## src/hw/rtl/pnz_pkg.sv

```systemverilog
`timescale 1ns / 1ps
// Shared types, constants and the permutation ROM for the 2-D gradient noise block.
// No dependencies; every other file imports this package.

package pnz_pkg;

  localparam int COORD_W        = 32;
  localparam int NOISE_W        = 16;
  localparam int CELL_W         = 8;
  localparam int QB             = 24;
  localparam int COORD_FRAC_DEF = 16;
  localparam int OUT_FRAC_DEF   = 14;
  localparam int FIFO_DEPTH_DEF = 4;

  // offsets span [-1, 1) in Q24, a gradient sum spans [-2, 2]
  localparam int OFS_W  = QB + 2;
  localparam int GRAD_W = QB + 3;
  localparam int FADE_W = QB + 1;

  localparam int FADE_C3 = 10;
  localparam int FADE_C4 = 15;
  localparam int FADE_C5 = 6;

  // gradient select codes, taken from the two low hash bits
  localparam logic [1:0] GRAD_PP = 2'd0;  //  dx + dy
  localparam logic [1:0] GRAD_NP = 2'd1;  // -dx + dy
  localparam logic [1:0] GRAD_PN = 2'd2;  //  dx - dy
  localparam logic [1:0] GRAD_NN = 2'd3;  // -dx - dy

  localparam logic [7:0] PERM_ROM [256] = '{
    8'd151, 8'd160, 8'd137, 8'd91,  8'd90,  8'd15,  8'd131, 8'd13,
    8'd201, 8'd95,  8'd96,  8'd53,  8'd194, 8'd233, 8'd7,   8'd225,
    8'd140, 8'd36,  8'd103, 8'd30,  8'd69,  8'd142, 8'd8,   8'd99,
    8'd37,  8'd240, 8'd21,  8'd10,  8'd23,  8'd190, 8'd6,   8'd148,
    8'd247, 8'd120, 8'd234, 8'd75,  8'd0,   8'd26,  8'd197, 8'd62,
    8'd94,  8'd252, 8'd219, 8'd203, 8'd117, 8'd35,  8'd11,  8'd32,
    8'd57,  8'd177, 8'd33,  8'd88,  8'd237, 8'd149, 8'd56,  8'd87,
    8'd174, 8'd20,  8'd125, 8'd136, 8'd171, 8'd168, 8'd68,  8'd175,
    8'd74,  8'd165, 8'd71,  8'd134, 8'd139, 8'd48,  8'd27,  8'd166,
    8'd77,  8'd146, 8'd158, 8'd231, 8'd83,  8'd111, 8'd229, 8'd122,
    8'd60,  8'd211, 8'd133, 8'd230, 8'd220, 8'd105, 8'd92,  8'd41,
    8'd55,  8'd46,  8'd245, 8'd40,  8'd244, 8'd102, 8'd143, 8'd54,
    8'd65,  8'd25,  8'd63,  8'd161, 8'd1,   8'd216, 8'd80,  8'd73,
    8'd209, 8'd76,  8'd132, 8'd187, 8'd208, 8'd89,  8'd18,  8'd169,
    8'd200, 8'd196, 8'd135, 8'd130, 8'd116, 8'd188, 8'd159, 8'd86,
    8'd164, 8'd100, 8'd109, 8'd198, 8'd173, 8'd186, 8'd3,   8'd64,
    8'd52,  8'd217, 8'd226, 8'd250, 8'd124, 8'd123, 8'd5,   8'd202,
    8'd38,  8'd147, 8'd118, 8'd126, 8'd255, 8'd82,  8'd85,  8'd212,
    8'd207, 8'd206, 8'd59,  8'd227, 8'd47,  8'd16,  8'd58,  8'd17,
    8'd182, 8'd189, 8'd28,  8'd42,  8'd223, 8'd183, 8'd170, 8'd213,
    8'd119, 8'd248, 8'd152, 8'd2,   8'd44,  8'd154, 8'd163, 8'd70,
    8'd221, 8'd153, 8'd101, 8'd155, 8'd167, 8'd43,  8'd172, 8'd9,
    8'd129, 8'd22,  8'd39,  8'd253, 8'd19,  8'd98,  8'd108, 8'd110,
    8'd79,  8'd113, 8'd224, 8'd232, 8'd178, 8'd185, 8'd112, 8'd104,
    8'd218, 8'd246, 8'd97,  8'd228, 8'd251, 8'd34,  8'd242, 8'd193,
    8'd238, 8'd210, 8'd144, 8'd12,  8'd191, 8'd179, 8'd162, 8'd241,
    8'd81,  8'd51,  8'd145, 8'd235, 8'd249, 8'd14,  8'd239, 8'd107,
    8'd49,  8'd192, 8'd214, 8'd31,  8'd181, 8'd199, 8'd106, 8'd157,
    8'd184, 8'd84,  8'd204, 8'd176, 8'd115, 8'd121, 8'd50,  8'd45,
    8'd127, 8'd4,   8'd150, 8'd254, 8'd138, 8'd236, 8'd205, 8'd93,
    8'd222, 8'd114, 8'd67,  8'd29,  8'd24,  8'd72,  8'd243, 8'd141,
    8'd128, 8'd195, 8'd78,  8'd66,  8'd215, 8'd61,  8'd156, 8'd180
  };

  // hashed work word handed from the front end to the arithmetic back end
  typedef struct packed {
    logic [QB-1:0] fx;
    logic [QB-1:0] fy;
    logic [1:0]    h_aa;
    logic [1:0]    h_ab;
    logic [1:0]    h_ba;
    logic [1:0]    h_bb;
  } pnz_work_t;

  typedef struct packed {
    logic full;
    logic empty;
  } pnz_fifo_stat_t;

  function automatic logic [7:0] perm(input logic [7:0] idx);
    return PERM_ROM[idx];
  endfunction

  function automatic logic signed [GRAD_W-1:0] grad_sel(input logic [1:0] sel,
                                                       input logic signed [OFS_W-1:0] dx,
                                                       input logic signed [OFS_W-1:0] dy);
    logic signed [GRAD_W-1:0] ex;
    logic signed [GRAD_W-1:0] ey;
    logic signed [GRAD_W-1:0] res;
    ex = GRAD_W'(dx);
    ey = GRAD_W'(dy);
    unique case (sel)
      GRAD_PP: res = ex + ey;
      GRAD_NP: res = ey - ex;
      GRAD_PN: res = ex - ey;
      GRAD_NN: res = -ex - ey;
      default: res = '0;
    endcase
    return res;
  endfunction

endpackage

```

## src/hw/rtl/pnz_fifo.sv

```systemverilog
`timescale 1ns / 1ps
// Short queue of hashed work words between the front end and the back end.
// Depends on pnz_pkg.

module pnz_fifo import pnz_pkg::*; #(
  parameter int DEPTH = FIFO_DEPTH_DEF
) (
  input  logic           clk,
  input  logic           rst_n,
  input  logic           push,
  input  pnz_work_t      push_word,
  input  logic           pop,
  output pnz_work_t      pop_word,
  output pnz_fifo_stat_t stat
);

  localparam int PTR_W = (DEPTH > 1) ? $clog2(DEPTH) : 1;
  localparam int CNT_W = $clog2(DEPTH + 1);

  pnz_work_t          mem_r [DEPTH];
  logic [PTR_W-1:0]   wr_ptr_r, rd_ptr_r;
  logic [CNT_W-1:0]   cnt_r;

  assign stat.full  = (cnt_r == CNT_W'(DEPTH));
  assign stat.empty = (cnt_r == '0);
  assign pop_word   = mem_r[rd_ptr_r];

  always_ff @(posedge clk) begin
    if (push) begin
      mem_r[wr_ptr_r] <= push_word;
    end
  end

  always_ff @(posedge clk) begin
    if (!rst_n) begin
      wr_ptr_r <= '0;
      rd_ptr_r <= '0;
      cnt_r    <= '0;
    end else begin
      if (push) begin
        wr_ptr_r <= (wr_ptr_r == PTR_W'(DEPTH - 1)) ? '0 : PTR_W'(wr_ptr_r + 1'b1);
      end
      if (pop) begin
        rd_ptr_r <= (rd_ptr_r == PTR_W'(DEPTH - 1)) ? '0 : PTR_W'(rd_ptr_r + 1'b1);
      end
      if (push && !pop) begin
        cnt_r <= CNT_W'(cnt_r + 1'b1);
      end else if (pop && !push) begin
        cnt_r <= CNT_W'(cnt_r - 1'b1);
      end
    end
  end

  a_no_overflow: assert property (@(posedge clk) disable iff (!rst_n)
    push |-> !stat.full)
    else $error("queue written while full");

  a_no_underflow: assert property (@(posedge clk) disable iff (!rst_n)
    pop |-> !stat.empty)
    else $error("queue read while empty");

  a_count_bound: assert property (@(posedge clk) disable iff (!rst_n)
    cnt_r <= CNT_W'(DEPTH))
    else $error("queue count beyond depth");

endmodule

```

## config.mk

```make
export PLATFORM = sky130hd
export DESIGN_NAME = pnz_fifo
export DESIGN_NICKNAME = d
export VERILOG_FILES = /design/src/hw/rtl/pnz_pkg.sv /design/src/hw/rtl/pnz_fifo.sv
export SDC_FILE = /design/constraint.sdc
export NUM_CORES = 1
export LEC_CHECK = 0
export BUFFER_PORTS_ARGS = -buffer_cell sky130_fd_sc_hd__buf_2
export CORE_UTILIZATION = 25
export DETAILED_ROUTE_END_ITERATION = 10
export GPL_TIMING_DRIVEN = 0
export PLACE_DENSITY = 0.53
export SKIP_LAST_GASP = 1
export SLEW_MARGIN = 25
export SYNTH_ARGS = -nofsm -noshare
export SYNTH_HDL_FRONTEND = slang
export SYNTH_SLANG_ARGS = --single-unit
```

## constraint.sdc

```tcl
create_clock -name clk -period 5.5 [get_ports clk]
set_input_delay 1.1 -clock clk [delete_from_list [all_inputs] [get_ports clk]]
set_output_delay 1.1 -clock clk [all_outputs]
set_load 0.02 [all_outputs]
```

==> Yosys cells after proc, flatten, opt, wreduce, memory -nomap -nowiden <==
Memory sizes are Yosys's and may differ from the RTL's. A register that Yosys moved wholly into a read port is not among the register bits.
Index checks and enable logic that the tools add are counted.
W data, S select, Z words.
{ "totals": {"mem_count": 1, "word_cells": 25, "register_bits": 7, "ram_bits": 224, "out_inout_bits": 58, "input_bits": 60} }
{ "memory_table": {"columns": ["memory", "words", "word_bits", "read_ports", "rd_ports_with_merged_regs", "wr", "line_no", "text"], "rows": [
  ["mem_r", 4, 56, 1, 1, 1, "pnz_fifo.sv:20", "pnz_work_t mem_r [DEPTH];"]
]} }
{ "classes": {"n_mux": 8, "reduce_logical": 6, "n_eq_ne": 3, "n_addsub": 4} }
{ "ops": {"columns": ["cell", "n"], "rows": [
  ["$mux W2", 4],
  ["$mux W3", 2],
  ["$add A2 B1 Y2 const B", 2],
  ["$eq A2 B2 Y1 const B", 2],
  ["$add A3 B1 Y3 const B", 1],
  ["$eq A3 B3 Y1 const B", 1],
  ["$logic_not A3 Y1", 1],
  ["$sub A3 B1 Y3 const B", 1],
  ["$logic_and A1 B1 Y1", 2],
  ["$logic_not A1 Y1", 2],
  ["$mux W1", 2],
  ["$reduce_bool A2 Y1", 1]
]} }

==> Logic depth before layout (Yosys ltp) <==
{ "logic_depth": {"ltp_word": 4, "mapped_depth": 7, "mapped_depth_nobuf": 7} }

==> Worst setup path after synthesis <==
OpenSTA, ideal clock, no wires.
{ "synth_path": {"path_type": "input to register", "startpoint": "in push", "endpoint": "mem mem_r[0][0] in the netlist's numbering (enable)", "setup_time_ns": 0.419, "arrival_ns": 2.428, "slack_ns": 2.652, "required_time_ns": 5.081, "stages": 1, "n_path_buf": 0, "path_cell_list": "and2_1"} }
{ "synth_between": {"elab_chain_cells": 2} }
{ "synth_rtl": {"columns": ["element", "line_no", "text"], "rows": [
  ["start: declaration", "pnz_fifo.sv:10", "input logic push,"],
  ["$mux W1", "pnz_fifo.sv:29", "if (push) begin"],
  ["$mux W1 (implied by the code)", "pnz_fifo.sv:30", "mem_r[wr_ptr_r] <= push_word;"],
  ["end: declaration", "pnz_fifo.sv:20", null]
]} }
No other way between the ends.

==> metrics.txt <==
status=finished, final reports clean; Residual DRC=0; cts bufs inserted=25; Starting DRT DRC Count=between 150 and 200; final hold vios=0; reg2reg start=wr_ptr_r[0]$_SDFFE_PN0P_; slew at the pin closest to its max-slew limit=~0.64 ns; HPWL Detailed=10400 µm; Synth cell types=23; n_diodes=0; fin area=10700 µm²; crit share post-route=about 58%; Setup TNS Final=0 ns; Worst EP required=roughly 4.4 ns; Post-DP Area=9840 µm²; Util after Layout=31.7%; met2 GRT Util=16.6%; initial antenna violation count=0; grt met3 use=2.03%; crit-path max FO=10; Mapped Area=8570 µm²; Rel. slew slack=57.2%; Hold Path Class=reg2reg; placement row count=67; largest net degree at the start of global routing=40; Setup Viol. Count Final=0; Hold WS=0.555 ns; Arrival @ worst endpoint=between 2 and 2.5 ns; GRT overflow=0; Die ar.=35000 µm²; first-pass GRT wire length=~25000 µm; first-pass detailed-route iteration total=4; fin cells=950; most frequent cells in the layout=224 x edfxtp_1, 122 x buf_2, 56 x mux4_2; Layout Area Growth over Synthesis=24.4%; commonest non-fill, non-tap cell in the layout=edfxtp_1; TritonCTS clock tree=built; Top Ports=118; Leakage Power=around 3.6 nW; Sink Count=233; sequential area share after synthesis=between 80 and 90%; Max VDD drop=0.000176 V; Synthesis Warnings=0; wire per inst=about 17 µm; Setup WS post-layout=2.30 ns; floorplan core area=33600 µm²; CTS clk-pin slew, worst paths=~0.06 ns; crit path time final=between 3 and 4 ns; WL final=16500 µm; Worst-Skew Late Latency=0.51 ns; Post-CTS Setup Inserts=0; filler instances=3191; met1 usage=11.3%; worst r2r path cells=4; Die Width=187 µm; fmax=312 MHz; DP Worst Slack=2.79 ns; share of layout cells above drive strength 1=45.4%; max_cap viols=0; Root Driver=clkbuf_16; clk buf depth=3; total power=4.12 mW; NumNets Final=551; critical path start-end classification=reg2out; Pins Over Slew Limit=0; die span in y=roughly 190 µm; GR peak layer=met2; vias in the first global route=4304; placed cells=a little over 900; GPL Wtd Cong=0.648; Starting Density=roughly 26%; Crit. End Element=primary output; Final ANT Viol Nets=0; Yosys reg bits=233; syn_area_per_cell=25.5 µm²; port buffer count=approximately 120; Total GRT Usage=under 10%; Synthesized Nets=about 400; cell count after synthesis=336; area of the multi-input gates=1530 µm²; post-cts sizing count=0; PwrDens=386 nW/µm²; source of the worst hold timing path=cnt_r[2]$_SDFFE_PN0P_; Worst Setup EP=pop_word[0]; hold bufs inserted after CTS=0; Reg-to-Reg End=mem_r[0][39]$_DFFE_PP_; register area=around 7000 µm²; depth of the CTS H-tree=1; crit start category=flip-flop; RSZ-0062 raised after global routing=false; r2r setup slk=3.88 ns; vias per inst=4.06; via count=3857; worst clock skew=0.00667 ns
==> worst min path at each step <==
stage                                        to  cells past startpoint  slack [ns]
final                     cnt_r[2]$_SDFFE_PN0P_                      2        0.55
after floorplan           cnt_r[2]$_SDFFE_PN0P_                      2        0.47
after detailed placement  cnt_r[2]$_SDFFE_PN0P_                      2        0.55
after global placement    cnt_r[2]$_SDFFE_PN0P_                      2        0.48
after global routing      cnt_r[2]$_SDFFE_PN0P_                      2        0.59
after CTS                 cnt_r[2]$_SDFFE_PN0P_                      2        0.56
==> worst max-delay path, stage by stage, from the launching register on <==
cell	delay, ns
dfxtp_1	0.32
buf_2	0.34
buf_2	0.35
mux4_2	0.39
buf_2	0.19
==> synth_stat cells (all sizes together) <==
cell type	number	area share (%)
a21boi	1	0.088
and2	5	0.36
buf	11	1.4
clkbuf	1	0.044
dfxtp	9	2.1
edfxtp	224	78
fa	1	0.23
ha	6	0.88
inv	4	0.18
mux2i	4	0.47
mux4	56	15
nor2	1	0.044
nor2b	5	0.36
nor3	2	0.12
nor3b	1	0.088
o21a	1	0.088
o21ai	1	0.058
or3	1	0.073
xnor2	1	0.10
xor2	1	0.10
==> cell type report <==
type	instances	share of cell area, %
flip-flops and latches	233	64.7
multi-input cells	87	14.4
repair buffers	121	6.52
clock buffers	27	5.93
well taps	448	5.25
clock inverters	18	1.83
plain buffers	12	1.20
inverters	4	0.141
==> cells by family after synthesis <==
group / after synthesis / synth area share (%)
and+or+nand+nor: 15 / 1.05
adders and majority gates: 7 / 1.11
muxes: 60 / 15.2
DFF: 233 / 80.6
buffers and inverters: 16 / 1.66
AOI/OAI and AO/OA: 3 / 0.234
xor gates and xnor gates: 2 / 0.204
==> power by group <==
| part | internal, mW | total, mW | leakage [nW] | switching (mW) |
|---|---|---|---|---|
| Combinational | 0.168 | 0.400 | 1.03 | 0.232 |
| Sequential | 2.03 | 2.05 | 2.13 | 0.0213 |
| Clock | 1.02 | 1.66 | 0.402 | 0.646 |
| Total | 3.22 | 4.12 | 3.56 | 0.900 |
==> state kept, by name (all words and copies together) (netlist names), named ones only <==
signal and count:
cnt_r 3, mem_r 224, rd_ptr_r 2, wr_ptr_r 2
==> metal layers <==
| layer | up-vias | wire length, µm |
|---|---|---|
| li1 | 1727 | - |
| met3 | 35 | 859 |
| met1 | 2002 | 6620 |
| met2 | 93 | 8580 |
| met5 | - | 0 |
| met4 | 0 | 431 |
(Power assumes the default switching activity.)
