[src/hw/rtl/pnz_pkg.sv]
`timescale 1ns / 1ps
// Shared types, constants and the permutation ROM for the 2-D gradient noise block.
// No dependencies; every other file imports this package.

package pnz_pkg;

  localparam int COORD_W        = 32;
  localparam int NOISE_W        = 16;
  localparam int CELL_W         = 8;
  localparam int QB             = 24;
  localparam int COORD_FRAC_DEF = 16;
  localparam int OUT_FRAC_DEF   = 14;
  localparam int FIFO_DEPTH_DEF = 4;

  // offsets span [-1, 1) in Q24, a gradient sum spans [-2, 2]
  localparam int OFS_W  = QB + 2;
  localparam int GRAD_W = QB + 3;
  localparam int FADE_W = QB + 1;

  localparam int FADE_C3 = 10;
  localparam int FADE_C4 = 15;
  localparam int FADE_C5 = 6;

  // gradient select codes, taken from the two low hash bits
  localparam logic [1:0] GRAD_PP = 2'd0;  //  dx + dy
  localparam logic [1:0] GRAD_NP = 2'd1;  // -dx + dy
  localparam logic [1:0] GRAD_PN = 2'd2;  //  dx - dy
  localparam logic [1:0] GRAD_NN = 2'd3;  // -dx - dy

  localparam logic [7:0] PERM_ROM [256] = '{
    8'd151, 8'd160, 8'd137, 8'd91,  8'd90,  8'd15,  8'd131, 8'd13,
    8'd201, 8'd95,  8'd96,  8'd53,  8'd194, 8'd233, 8'd7,   8'd225,
    8'd140, 8'd36,  8'd103, 8'd30,  8'd69,  8'd142, 8'd8,   8'd99,
    8'd37,  8'd240, 8'd21,  8'd10,  8'd23,  8'd190, 8'd6,   8'd148,
    8'd247, 8'd120, 8'd234, 8'd75,  8'd0,   8'd26,  8'd197, 8'd62,
    8'd94,  8'd252, 8'd219, 8'd203, 8'd117, 8'd35,  8'd11,  8'd32,
    8'd57,  8'd177, 8'd33,  8'd88,  8'd237, 8'd149, 8'd56,  8'd87,
    8'd174, 8'd20,  8'd125, 8'd136, 8'd171, 8'd168, 8'd68,  8'd175,
    8'd74,  8'd165, 8'd71,  8'd134, 8'd139, 8'd48,  8'd27,  8'd166,
    8'd77,  8'd146, 8'd158, 8'd231, 8'd83,  8'd111, 8'd229, 8'd122,
    8'd60,  8'd211, 8'd133, 8'd230, 8'd220, 8'd105, 8'd92,  8'd41,
    8'd55,  8'd46,  8'd245, 8'd40,  8'd244, 8'd102, 8'd143, 8'd54,
    8'd65,  8'd25,  8'd63,  8'd161, 8'd1,   8'd216, 8'd80,  8'd73,
    8'd209, 8'd76,  8'd132, 8'd187, 8'd208, 8'd89,  8'd18,  8'd169,
    8'd200, 8'd196, 8'd135, 8'd130, 8'd116, 8'd188, 8'd159, 8'd86,
    8'd164, 8'd100, 8'd109, 8'd198, 8'd173, 8'd186, 8'd3,   8'd64,
    8'd52,  8'd217, 8'd226, 8'd250, 8'd124, 8'd123, 8'd5,   8'd202,
    8'd38,  8'd147, 8'd118, 8'd126, 8'd255, 8'd82,  8'd85,  8'd212,
    8'd207, 8'd206, 8'd59,  8'd227, 8'd47,  8'd16,  8'd58,  8'd17,
    8'd182, 8'd189, 8'd28,  8'd42,  8'd223, 8'd183, 8'd170, 8'd213,
    8'd119, 8'd248, 8'd152, 8'd2,   8'd44,  8'd154, 8'd163, 8'd70,
    8'd221, 8'd153, 8'd101, 8'd155, 8'd167, 8'd43,  8'd172, 8'd9,
    8'd129, 8'd22,  8'd39,  8'd253, 8'd19,  8'd98,  8'd108, 8'd110,
    8'd79,  8'd113, 8'd224, 8'd232, 8'd178, 8'd185, 8'd112, 8'd104,
    8'd218, 8'd246, 8'd97,  8'd228, 8'd251, 8'd34,  8'd242, 8'd193,
    8'd238, 8'd210, 8'd144, 8'd12,  8'd191, 8'd179, 8'd162, 8'd241,
    8'd81,  8'd51,  8'd145, 8'd235, 8'd249, 8'd14,  8'd239, 8'd107,
    8'd49,  8'd192, 8'd214, 8'd31,  8'd181, 8'd199, 8'd106, 8'd157,
    8'd184, 8'd84,  8'd204, 8'd176, 8'd115, 8'd121, 8'd50,  8'd45,
    8'd127, 8'd4,   8'd150, 8'd254, 8'd138, 8'd236, 8'd205, 8'd93,
    8'd222, 8'd114, 8'd67,  8'd29,  8'd24,  8'd72,  8'd243, 8'd141,
    8'd128, 8'd195, 8'd78,  8'd66,  8'd215, 8'd61,  8'd156, 8'd180
  };

  // hashed work word handed from the front end to the arithmetic back end
  typedef struct packed {
    logic [QB-1:0] fx;
    logic [QB-1:0] fy;
    logic [1:0]    h_aa;
    logic [1:0]    h_ab;
    logic [1:0]    h_ba;
    logic [1:0]    h_bb;
  } pnz_work_t;

  typedef struct packed {
    logic full;
    logic empty;
  } pnz_fifo_stat_t;

  function automatic logic [7:0] perm(input logic [7:0] idx);
    return PERM_ROM[idx];
  endfunction

  function automatic logic signed [GRAD_W-1:0] grad_sel(input logic [1:0] sel,
                                                       input logic signed [OFS_W-1:0] dx,
                                                       input logic signed [OFS_W-1:0] dy);
    logic signed [GRAD_W-1:0] ex;
    logic signed [GRAD_W-1:0] ey;
    logic signed [GRAD_W-1:0] res;
    ex = GRAD_W'(dx);
    ey = GRAD_W'(dy);
    unique case (sel)
      GRAD_PP: res = ex + ey;
      GRAD_NP: res = ey - ex;
      GRAD_PN: res = ex - ey;
      GRAD_NN: res = -ex - ey;
      default: res = '0;
    endcase
    return res;
  endfunction

endpackage

[src/hw/rtl/pnz_ifs.sv]
`timescale 1ns / 1ps
// Valid/ready channel interfaces: sample point in, noise word out.
// Depends on pnz_pkg for field widths.

interface pnz_in_if import pnz_pkg::*; ();
  logic                       valid;
  logic                       ready;
  logic signed [COORD_W-1:0]  x_coord;
  logic signed [COORD_W-1:0]  y_coord;

  modport source (output valid, output x_coord, output y_coord, input ready);
  modport sink   (input valid, input x_coord, input y_coord, output ready);
endinterface


[src/hw/rtl/pnz_front.sv]
`timescale 1ns / 1ps
// Front end: accepts sample points, splits cell and fraction, hashes the four corners.
// Depends on pnz_pkg and pnz_ifs; feeds pnz_fifo.

module pnz_front import pnz_pkg::*; #(
  parameter int COORD_FRAC_BITS = COORD_FRAC_DEF
) (
  input  logic           clk,
  input  logic           rst_n,
  pnz_in_if.sink         in_chan,
  input  pnz_fifo_stat_t fifo_stat,
  output logic           push,
  output pnz_work_t      push_word
);

  localparam int FRAC_SH = QB - COORD_FRAC_BITS;

  logic              adv;
  logic              s0_vld_r;
  logic [CELL_W-1:0] s0_cx_r, s0_cy_r;
  logic [QB-1:0]     s0_fx_r, s0_fy_r;
  logic              s1_vld_r;
  logic [CELL_W-1:0] s1_a_r, s1_b_r;
  logic [QB-1:0]     s1_fx_r, s1_fy_r;

  logic [QB-1:0]     fx_nxt, fy_nxt;
  logic [CELL_W-1:0] a_nxt, b_nxt;
  logic [7:0]        h_aa, h_ab, h_ba, h_bb;

  // hold the whole front while the last stage waits on a full queue
  assign adv           = !(s1_vld_r && fifo_stat.full);
  assign in_chan.ready = adv;
  assign push          = s1_vld_r && adv;

  assign fx_nxt = QB'(in_chan.x_coord[COORD_FRAC_BITS-1:0]) << FRAC_SH;
  assign fy_nxt = QB'(in_chan.y_coord[COORD_FRAC_BITS-1:0]) << FRAC_SH;

  assign a_nxt = 8'(perm(s0_cx_r) + s0_cy_r);
  assign b_nxt = 8'(perm(8'(s0_cx_r + 8'd1)) + s0_cy_r);

  assign h_aa = perm(s1_a_r);
  assign h_ab = perm(8'(s1_a_r + 8'd1));
  assign h_ba = perm(s1_b_r);
  assign h_bb = perm(8'(s1_b_r + 8'd1));

  always_comb begin
    push_word.fx   = s1_fx_r;
    push_word.fy   = s1_fy_r;
    push_word.h_aa = h_aa[1:0];
    push_word.h_ab = h_ab[1:0];
    push_word.h_ba = h_ba[1:0];
    push_word.h_bb = h_bb[1:0];
  end

  always_ff @(posedge clk) begin
    if (!rst_n) begin
      s0_vld_r <= 1'b0;
      s1_vld_r <= 1'b0;
    end else if (adv) begin
      s0_vld_r <= in_chan.valid;
      s1_vld_r <= s0_vld_r;
    end
  end

  always_ff @(posedge clk) begin
    if (adv) begin
      s0_cx_r <= in_chan.x_coord[COORD_FRAC_BITS +: CELL_W];
      s0_cy_r <= in_chan.y_coord[COORD_FRAC_BITS +: CELL_W];
      s0_fx_r <= fx_nxt;
      s0_fy_r <= fy_nxt;
      s1_a_r  <= a_nxt;
      s1_b_r  <= b_nxt;
      s1_fx_r <= s0_fx_r;
      s1_fy_r <= s0_fy_r;
    end
  end

endmodule

[src/flat_wrapper.sv]
// flat-port wrapper written by rule: the top's interface ports become plain ports
module pnz_front_flat import pnz_pkg::*;
#(
  parameter int COORD_FRAC_BITS = COORD_FRAC_DEF
)
  (clk, rst_n, fifo_stat, push, push_word, in_chan_valid, in_chan_x_coord, in_chan_y_coord, in_chan_ready);
  pnz_in_if in_chan_i ();
  input  logic clk;
  input  logic rst_n;
  input  pnz_fifo_stat_t fifo_stat;
  output logic push;
  output pnz_work_t push_word;
  input wire logic [$bits(in_chan_i.valid)-1:0] in_chan_valid;
  input wire logic [$bits(in_chan_i.x_coord)-1:0] in_chan_x_coord;
  input wire logic [$bits(in_chan_i.y_coord)-1:0] in_chan_y_coord;
  output wire logic [$bits(in_chan_i.ready)-1:0] in_chan_ready;
  assign in_chan_i.valid = in_chan_valid;
  assign in_chan_i.x_coord = in_chan_x_coord;
  assign in_chan_i.y_coord = in_chan_y_coord;
  assign in_chan_ready = in_chan_i.ready;
  pnz_front #(.COORD_FRAC_BITS(COORD_FRAC_BITS)) u_core (.clk(clk), .rst_n(rst_n), .in_chan(in_chan_i), .fifo_stat(fifo_stat), .push(push), .push_word(push_word));
endmodule
[config.mk]
export PLATFORM = sky130hd
export DESIGN_NAME = pnz_front_flat
export DESIGN_NICKNAME = d
export VERILOG_FILES = /design/src/hw/rtl/pnz_pkg.sv /design/src/hw/rtl/pnz_ifs.sv /design/src/hw/rtl/pnz_front.sv /design/src/flat_wrapper.sv
export SDC_FILE = /design/constraint.sdc
export NUM_CORES = 1
export LEC_CHECK = 0
export ABC_AREA = 1
export CORE_ASPECT_RATIO = 0.9
export CORE_MARGIN = 3
export CORE_UTILIZATION = 30
export DETAILED_ROUTE_END_ITERATION = 10
export DONT_BUFFER_PORTS = 1
export SYNTH_ARGS = -nofsm -noshare
export SYNTH_HDL_FRONTEND = slang
export SYNTH_SLANG_ARGS = --single-unit
[constraint.sdc]
create_clock -name clk -period 5.4 [get_ports clk]
set_input_delay 0.27 -clock clk [delete_from_list [all_inputs] [get_ports clk]]
set_output_delay 0.27 -clock clk [all_outputs]
set_load 0.01 [all_outputs]
# After elaboration in Yosys (flattened, before gate mapping)
# Memory sizes are Yosys's and may differ from the RTL's.
# Index checks and enable logic that the tools add are counted.
# totals
regBits	98
rom_bits	12288
input_bits	69
output_inout_bits	58
elab_cells	48
mem_count	6
# op_classes
addsub	5
magnitude_cmp	6
muxes	12
bitwise_logic	6
n_reduce_logical	3
# memory_table
name	words	width	rd	rd_ports_with_merged_regs	wr	line	text
(name not given)	256	8	1	0	0	pnz_pkg.sv:81	return PERM_ROM[idx];
(name not given)	256	8	1	0	0	pnz_pkg.sv:81	
(name not given)	256	8	1	0	0	pnz_pkg.sv:81	
(name not given)	256	8	1	0	0	pnz_pkg.sv:81	
(name not given)	256	8	1	0	0	pnz_pkg.sv:81	
(name not given)	256	8	1	0	0	pnz_pkg.sv:81	
# op_table
operator	n
9-bit >= comparator, second input constant	6
8-bit inverter with 9-bit output	6
8-bit 2-to-1 mux	4
8-bit by 1-bit adder with 8-bit output, second input constant	3
8-bit adder	2
2-bit 2-to-1 mux	8
1-bit logical AND	2
1-bit zero test	1

# Depth between registers and ports, before layout
# Gate-level depths: netlist (run 1).
# depth
depth_word	6
ltp_mapped	27
depth_no_buf	25

# Worst setup path before layout (run 1)
# OpenSTA, ideal clock, no wires.
# synth_path
path_kind	flip-flop to flip-flop
from	reg u_core.s0_cx_r[2]
to	reg u_core.s1_b_r[6] (data pin)
setup_time_ns	0.258
arrival_ns	3.754
required_time_ns	5.142
slack_ns	1.388
path_stages_with_launch	24
path_buffers	5
period_less_slack_ns	4.012
cell_sequence	edfxtp_1 > buf_2 > inv_2 > buf_2 > ha_1 > buf_2 > buf_2 > buf_2 > nand2_1 > nand3_1 > nand3_1 > nand3_1 > nand3_1 > nand3_1 > nand2_1 > inv_1 > ha_1 > inv_1 > fa_1 > o21ai_0 > nand2_1 > a21oi_1 > nor2_1 > xnor2_1
# synth_between
elab_chain_len	6
# synth_rtl
item	line	text
start: declaration	pnz_front.sv:20	logic [CELL_W-1:0] s0_cx_r, s0_cy_r;
start signal: assignment	pnz_front.sv:67	s0_cx_r <= in_chan.x_coord[COORD_FRAC_BITS +: CELL_W];
8-bit by 1-bit adder with 8-bit output	pnz_front.sv:39	assign b_nxt = 8'(perm(8'(s0_cx_r + 8'd1)) + s0_cy_r);
8-bit inverter with 9-bit output (not written as such)	pnz_pkg.sv:81	
memory read 256 x 8 bit	-	
8-bit 2-to-1 mux (not written as such) (2 in a row)	pnz_pkg.sv:81	
8-bit adder	pnz_front.sv:39	
net u_core.b_nxt[6]	pnz_front.sv:27	logic [CELL_W-1:0] a_nxt, b_nxt;
end signal: assignment	pnz_front.sv:72	s1_b_r <= b_nxt;
end: declaration	pnz_front.sv:23	logic [CELL_W-1:0] s1_a_r, s1_b_r;
# The timed path passes the listed nets, and every way through them passes these cells. The select of a mux whose other input is x is not followed.
# A chain may end at the register's enable or synchronous reset.

# Worst setup path in the final report (run 1)
# layout_path
from	reg u_core.s0_cx_r[1]
to	reg u_core.s1_a_r[7] (data pin)
# layout_between
elab_chain_len	5
# layout_rtl
item	line	text
8-bit inverter with 9-bit output (not written as such)	pnz_pkg.sv:81	
memory read 256 x 8 bit	-	
8-bit 2-to-1 mux (not written as such) (2 in a row)	pnz_pkg.sv:81	
8-bit adder	pnz_front.sv:38	assign a_nxt = 8'(perm(s0_cx_r) + s0_cy_r);
net u_core.a_nxt[7]	pnz_front.sv:27	
end signal: assignment	pnz_front.sv:71	s1_a_r <= a_nxt;
end: declaration	pnz_front.sv:23	
# The timed path passes the listed nets, and every way through them passes these cells. The select of a mux whose other input is x is not followed.

==> tab_implementation.tex, run 1 <==
\begin{tabular}{lr}
\hline
Metric & Value \\
\hline
\multicolumn{2}{l}{\textbf{Global route}} \\
Global-route wire length before repair & 84.8 mm \\
Overall global routing resource usage & 22.9\% \\
Number of antenna violations at the first check in global routing & 3 \\
Total overflow reported by the global router & 0 \\
Via count of the first global-routing pass & 14686 \\
Largest net degree at the start of global routing & 93 \\
\multicolumn{2}{l}{\textbf{Clock tree}} \\
Clk Latency, worst-skew pair & between 300 and 400 ps \\
Setup repair bufs after CTS & 0 \\
Max Root-Sink Buffers & 2 \\
Total CTS buffers & 9 \\
Number of sinks handled by clock tree synthesis & 98 \\
Clock Pin Slew Worst Setup and Hold Paths & 70 ps \\
Clock tree from TritonCTS & done \\
Clock H-tree levels & 3 \\
Root Driver & clkbuf\_16 \\
\multicolumn{2}{l}{\textbf{Yosys}} \\
Number of standard cells after synthesis & 2179 \\
Proportion of synthesized flip-flops having asynchronous set or reset & 0\% \\
Post-synth EDFFs & 96 \\
Most used standard cell by instance count after synthesis & nand2\_1 \\
Combined area of all synthesized cells & 0.0132 mm² \\
Mean area per synthesized cell & 6.05 µm² \\
Top cell types by occurrence after synthesis & nand2\_1, nand3\_1, o21ai\_0, inv\_1, nor2\_1 \\
Biggest area consumer among synthesized cells & edfxtp\_1 \\
Share of Yosys cell area claimed by the top area cell type & 21.9\% \\
Most used DFF post-synth & edfxtp\_1 \\
Number of library cell types mapped by synthesis & 40 \\
Flop and latch count out of synthesis & roughly 100 \\
Area contributors post-synth & edfxtp\_1, nand2\_1, nand3\_1 \\
Yosys warning count & 0 \\
Portion of the post-synthesis area used by sequential elements & 22.2\% \\
\multicolumn{2}{l}{\textbf{Die}} \\
Overall die area & roughly 0.047 mm² \\
Area of the core region & 0.0432 mm² \\
Top-level I/O count & between 100 and 150 \\
Row count & 72 \\
Initial core utilization & between 30\% and 40\% \\
Overall die width & between 200 and 250 µm \\
Vert. Die Dim & 205 µm \\
\multicolumn{2}{l}{\textbf{Timing}} \\
Achievable frequency & 218 MHz \\
Max transition margin & 34.0\% \\
Hold violation total from the final report & 0 \\
Worst-margin pin slew & 991 ps \\
Final count of pins violating max slew & 0 \\
Clock skew after layout & $\sim$16 ps \\
Worst hold slack across all endpoints & 54.7 ps \\
Period utilisation layout & 85.1\% \\
Post-route minimum period & 4600 ps \\
Unrepaired setup endpoints after global routing & no \\
Setup Total Neg Slack & 0 ps \\
Final setup violation count & 0 \\
\multicolumn{2}{l}{\textbf{Power and ir drop}} \\
Power density relative to cell area & 423 mW/mm² \\
Power Internal & 2.56 mW \\
Combinational share of power & 70.5\% \\
Portion of total power attributed to sequential cells & 19.7\% \\
Worst supply voltage drop on vdd & 0.172 mV \\
Clock Power Share & under 10\% \\
Reported leakage power & between 6 and 7 nW \\
Final Total Pwr & 6.03 mW \\
Switching share of total power & between 50\% and 60\% \\
Switching component of the power & 3.48 mW \\
\multicolumn{2}{l}{\textbf{Cells and area}} \\
Non-filler cells, final & around 2700 \\
Nets@finish & 2271 \\
Utilization of the core after routing & roughly 33\% \\
P\&R area growth vs syn & 8.03\% \\
Ratio of cells with drive above 1 in the final layout & 3.23\% \\
\multicolumn{2}{l}{\textbf{Route}} \\
Final routed wirelength across all metal layers & between 50 and 60 mm \\
Detailed router's first-iteration violation count & 2973 \\
Number of nets with antenna violations after routing & 0 \\
DRC violation count after routing & 0 \\
Ratio of routed vias to standard cells & 6.03 \\
Number of vias after detailed routing & 16256 \\
First-pass detailed-route iteration total & 7 \\
Post-detailed-route wirelength per cell & around 21 µm \\
\multicolumn{2}{l}{\textbf{Worst setup path}} \\
Largest fanout on the critical path & 10 \\
Depth of the worst register-to-register path & 21 \\
Required time reported for the critical path endpoint & 5510 ps \\
WS Path Type & register to register \\
Data arrival time of the critical path & $\sim$4700 ps \\
Launching element type of the critical path & register \\
Critical Path Sink Type & register \\
\multicolumn{2}{l}{\textbf{Place}} \\
Number of instances in the placed design & 2630 \\
Number of buffers inserted by port buffering & 0 \\
HPWL after detailed placement & between 30 and 40 mm \\
Final estimated routing congestion in global placement & 1.06 \\
\multicolumn{2}{l}{\textbf{Min path}} \\
Min-delay worst type & primary input to register \\
Hold Crit Depth & 2 \\
\multicolumn{2}{l}{\textbf{Job}} \\
Number of max-cap violations & 0 \\
\multicolumn{2}{l}{\textbf{Status}} \\
Status & completed \\
\hline
\end{tabular}
-- per-layer routing --
layer  share of wire, %  vias to the layer above  GRT usage [%]
li1                   -                     7378              -
met2                 43                     1247           34.1
met5              0.023                        -              0
met4                3.7                        2           7.19
met1                 41                     7450           31.8
met3                 13                      179           6.59
-- power by group through the flow --
stage	registers (mW)	clock network [mW]	logic [mW]
after floorplan	1.06	0	3.20
after global placement	1.19	0	4.09
after detailed placement	1.19	0	4.04
after CTS	1.18	0.618	4.09
after global routing	1.20	0.650	4.69
final	1.19	0.594	4.25
-- registers in the layout (all words and copies together), names as in the netlist --
| name | count |
|---|---|
| u_core.s1_fy_r | 16 |
| u_core.s0_fy_r | 16 |
| u_core.s1_vld_r | 1 |
| u_core.s0_cx_r | 8 |
| u_core.s0_cy_r | 8 |
| u_core.s0_vld_r | 1 |
| u_core.s0_fx_r | 16 |
| u_core.s1_b_r | 8 |
| u_core.s1_a_r | 8 |
| u_core.s1_fx_r | 16 |
-- layout make-up --
class                      instances  area (µm²)
tap                              555         694
fill                            4832       29000
multi-input combinational       1750        8860
sequential                        98        2920
antenna                            3        7.51
clock buffer                      10         229
clock inverter                     6        42.5
timing repair buffer              84         776
inverter                         191         717
-- path summary, 6_finish.rpt --
kind	start	to	slack, ps
setup / recovery	u_core.s0_cx_r[1]	u_core.s1_a_r[7]	800
hold / removal	rst_n	u_core.s1_vld_r	50
setup reg to reg	u_core.s0_cx_r[1]	u_core.s1_a_r[7]	800
hold reg to reg	u_core.s0_fx_r[10]	u_core.s1_fx_r[10]	420
-- placed cells by master (no fill, tap or decap), types with 4 or more instances in the layout --
| master | count |
|---|---|
| nand2_1 | 630 |
| nand3_1 | 389 |
| o21ai_0 | 216 |
| inv_1 | 176 |
| nor2_1 | 118 |
| o211ai_1 | 97 |
| edfxtp_1 | 96 |
| a21oi_1 | 95 |
| ha_1 | 66 |
| dlygate4sd3_1 | 48 |
| buf_4 | 34 |
| o221ai_1 | 20 |
| a31oi_1 | 17 |
| conb_1 | 16 |
| xor2_1 | 15 |
| nand4_1 | 13 |
| inv_2 | 10 |
| o22ai_1 | 10 |
| clkbuf_16 | 9 |
| o21ai_1 | 5 |
| o31ai_1 | 5 |
| clkinv_1 | 5 |
| o2111ai_1 | 5 |
| a211oi_1 | 5 |
| nand3b_1 | 5 |
| nor3_1 | 4 |
-- worst max-delay path, cell delays in order (launching register included) --
cell,delay [ps]
edfxtp_1,440
inv_1,350
ha_1,590
inv_1,280
nor2_1,550
nor2_1,230
nand2_1,140
o21ai_0,110
o221ai_1,180
nand3_1,130
nand2_1,110
nand2_1,50
inv_1,100
ha_1,230
nand3_1,90
nand2_1,110
nand4_1,100
o211ai_1,100
xor2_1,240
nand3_1,110
nand2_1,80
inv_1,30
-- metrics by stage --
stage	area, µm²	worst slack (ps)
after floorplan	13200	1390
after global placement	13500	869
after detailed placement	13500	913
after CTS	14200	882
after global routing	14200	553
final	14200	804
-- cell families after synthesis --
logic type | share of synthesized area (%)
AND/OR/NAND/NOR | 37.4
flip-flops | 22.2
other | 0.0284
adder cells (fa/ha/maj) | 6.56
AO/OA/AOI/OAI | 21.5
XOR/XNOR | 1.20
buffers and inverters | 11.1
-- timing repair --
action                                 4_1_cts  5_1_grt
endpoints found under the hold margin       48        0
gates resized for setup                      0        0
hold buffers                                48        0
(Power assumes the default switching activity.)
==> inputs of run 2 (changes only) <==
--- a/config.mk
+++ b/config.mk
@@ -11,6 +11,7 @@
 export CORE_UTILIZATION = 30
 export DETAILED_ROUTE_END_ITERATION = 10
 export DONT_BUFFER_PORTS = 1
+export PLACE_DENSITY = 0.4
 export SYNTH_ARGS = -nofsm -noshare
 export SYNTH_HDL_FRONTEND = slang
 export SYNTH_SLANG_ARGS = --single-unit
==> tab_implementation.tex, run 2 (same netlist as run 1, synthesis figures left out) <==
\begin{tabular}{lr}
\hline
Metric & Value \\
\hline
\multicolumn{2}{l}{\textbf{Clock tree}} \\
Clock Pin Slew Worst Setup and Hold Paths & 70 ps \\
Number of sinks handled by clock tree synthesis & a little under 100 \\
Clk Latency, worst-skew pair & 360 ps \\
Root Driver & clkbuf\_16 \\
Clock H-tree levels & 3 \\
Clock tree from TritonCTS & done \\
Setup repair bufs after CTS & 0 \\
Total CTS buffers & 9 \\
Max Root-Sink Buffers & 2 \\
\multicolumn{2}{l}{\textbf{Power and ir drop}} \\
Reported leakage power & 6.60 nW \\
Final Total Pwr & 6.18 mW \\
Worst supply voltage drop on vdd & 0.159 mV \\
Power density relative to cell area & 431 mW/mm² \\
\multicolumn{2}{l}{\textbf{Cells and area}} \\
Total of fill cells in the finished design & 4866 \\
Design area & 0.0143 mm² \\
Commonest non-fill, non-tap cell in the layout & nand2\_1 \\
P\&R area growth vs syn & 8.68\% \\
Nets@finish & 2278 \\
\# diodes & 0 \\
Top library cells by usage in the layout, fill and taps aside & nand2\_1, nand3\_1, o21ai\_0 \\
Ratio of cells with drive above 1 in the final layout & around 3.6\% \\
\multicolumn{2}{l}{\textbf{Place}} \\
Number of buffers inserted by port buffering & 0 \\
Final estimated routing congestion in global placement & 1.01 \\
Worst slack at placement & roughly 800 ps \\
HPWL after detailed placement & 43.8 mm \\
DP Area & 0.0135 mm² \\
\multicolumn{2}{l}{\textbf{Timing}} \\
Final setup violation count & 0 \\
Clock skew after layout & between 8 and 9 ps \\
Period utilisation layout & 87.2\% \\
Max transition margin & 35.0\% \\
Worst hold slack across all endpoints & between 40 and 50 ps \\
Final count of pins violating max slew & 0 \\
Setup slack after layout & between 600 and 700 ps \\
Post-route minimum period & roughly 4700 ps \\
Hold violation total from the final report & 0 \\
Setup Total Neg Slack & 0 ps \\
Achievable frequency & 212 MHz \\
Worst-margin pin slew & 965 ps \\
Unrepaired setup endpoints after global routing & no \\
\multicolumn{2}{l}{\textbf{Worst setup path}} \\
Startpoint of the most critical setup path & u\_core.s0\_cx\_r[1] \\
Crit-path cells & ha\_1 > ha\_1 > inv\_1 > nand2\_1 > nand2\_1 > nor2\_1 > a21oi\_1 > nand2\_1 > nand3\_1 > nand3\_1 > nand3\_1 > nand2\_1 > inv\_1 > ha\_1 > inv\_1 > fa\_1 > o21ai\_0 > nand2\_1 > a21oi\_1 > nor2\_1 > xnor2\_1 \\
Cell at the slowest stage of the critical path & edfxtp\_1 \\
Depth of the worst register-to-register path & 21 \\
Cell with the most instances on the worst path & nand2\_1 \\
WS Path Type & register to register \\
Worst r2r src & u\_core.s0\_cx\_r[1] \\
CP Capture Point & u\_core.s1\_b\_r[6] \\
Data arrival time of the critical path & 4820 ps \\
R2r endpoint & u\_core.s1\_b\_r[6] \\
Cell class contributing the biggest share of worst-path delay & simple AND/OR/NAND/NOR gates \\
Largest fanout on the critical path & 17 \\
Critical Path Sink Type & register \\
Instance count on the critical path & 21 \\
Critical Path Max Stage Delay & 600 ps \\
Bufs and invs on worst path & 3 \\
Setup slack, reg-to-reg & between 600 and 700 ps \\
Required time reported for the critical path endpoint & 5510 ps \\
Launching element type of the critical path & register \\
\multicolumn{2}{l}{\textbf{Die}} \\
Overall die width & between 200 and 250 µm \\
Row count & 72 \\
Area of the core region & around 0.043 mm² \\
Initial core utilization & between 30\% and 40\% \\
Vert. Die Dim & 205 µm \\
Top-level I/O count & 127 \\
Overall die area & 0.0465 mm² \\
\multicolumn{2}{l}{\textbf{Route}} \\
Detailed router's first-iteration violation count & 2644 \\
First-pass detailed-route iteration total & 7 \\
DRC violation count after routing & 0 \\
Number of vias after detailed routing & between 15000 and 20000 \\
Post-detailed-route wirelength per cell & 22.5 µm \\
Final routed wirelength across all metal layers & 60.6 mm \\
Number of nets with antenna violations after routing & 0 \\
Ratio of routed vias to standard cells & between 5 and 6 \\
\multicolumn{2}{l}{\textbf{Global route}} \\
Number of antenna violations at the first check in global routing & 0 \\
Via count of the first global-routing pass & 14843 \\
Global-route wire length before repair & 91.5 mm \\
Overall global routing resource usage & 25.2\% \\
Total overflow reported by the global router & 0 \\
Largest net degree at the start of global routing & 70 \\
\multicolumn{2}{l}{\textbf{Status}} \\
Status & completed \\
\multicolumn{2}{l}{\textbf{Job}} \\
Number of max-cap violations & 0 \\
\multicolumn{2}{l}{\textbf{Min path}} \\
Min-delay worst type & primary input to register \\
\hline
\end{tabular}
==> run 2: timing repair <==
action	4_1_cts	5_1_grt
hold endpoints to repair	48	0
hold buffers	48	0
gates resized for setup	0	0
==> run 2: cell type report <==
cell class	count	area (µm²)	share of cell area, %
multi-input cells	1750	8860	61.8
flip-flops and latches	98	2920	20.4
repair buffers	91	828	5.78
inverters	191	717	5.00
well taps	555	694	4.84
clock buffers	9	225	1.57
clock inverters	7	86.3	0.602
==> run 2: per-layer routing <==
metal | global-route usage, % | routed length (µm) | up-vias
met1 | 35.2 | 26000 | 7634
met2 | 38.3 | 26500 | 994
met3 | 5.67 | 6060 | 151
met5 | 0 | 0 | -
li1 | - | - | 7383
met4 | 8.51 | 2160 | 0
==> run 2: worst min-delay path by stage <==
stage | depth (start not counted) | end | startpoint
after floorplan | 0 | u_core.s0_cx_r[0] | in_chan_x_coord[16]
after global placement | 0 | u_core.s0_cx_r[1] | in_chan_x_coord[17]
after detailed placement | 0 | u_core.s0_fx_r[17] | in_chan_x_coord[9]
after CTS | 2 | u_core.s1_vld_r | rst_n
after global routing | 2 | u_core.s1_vld_r | rst_n
final | 2 | u_core.s1_vld_r | rst_n
==> run 2: metrics by stage <==
step                      instances  util (%)
after CTS                      2701      33.2
final                          2701      33.2
after detailed placement       2637      31.3
after global placement         2637      31.3
after global routing           2701      33.2
after floorplan                2194         -
==> run 2: where the power goes <==
group          internal, mW  switching [mW]  total [mW]
combinational          1.28            3.03        4.31
clock                 0.368           0.319       0.687
sequential            0.963           0.222        1.18
total                  2.61            3.57        6.18
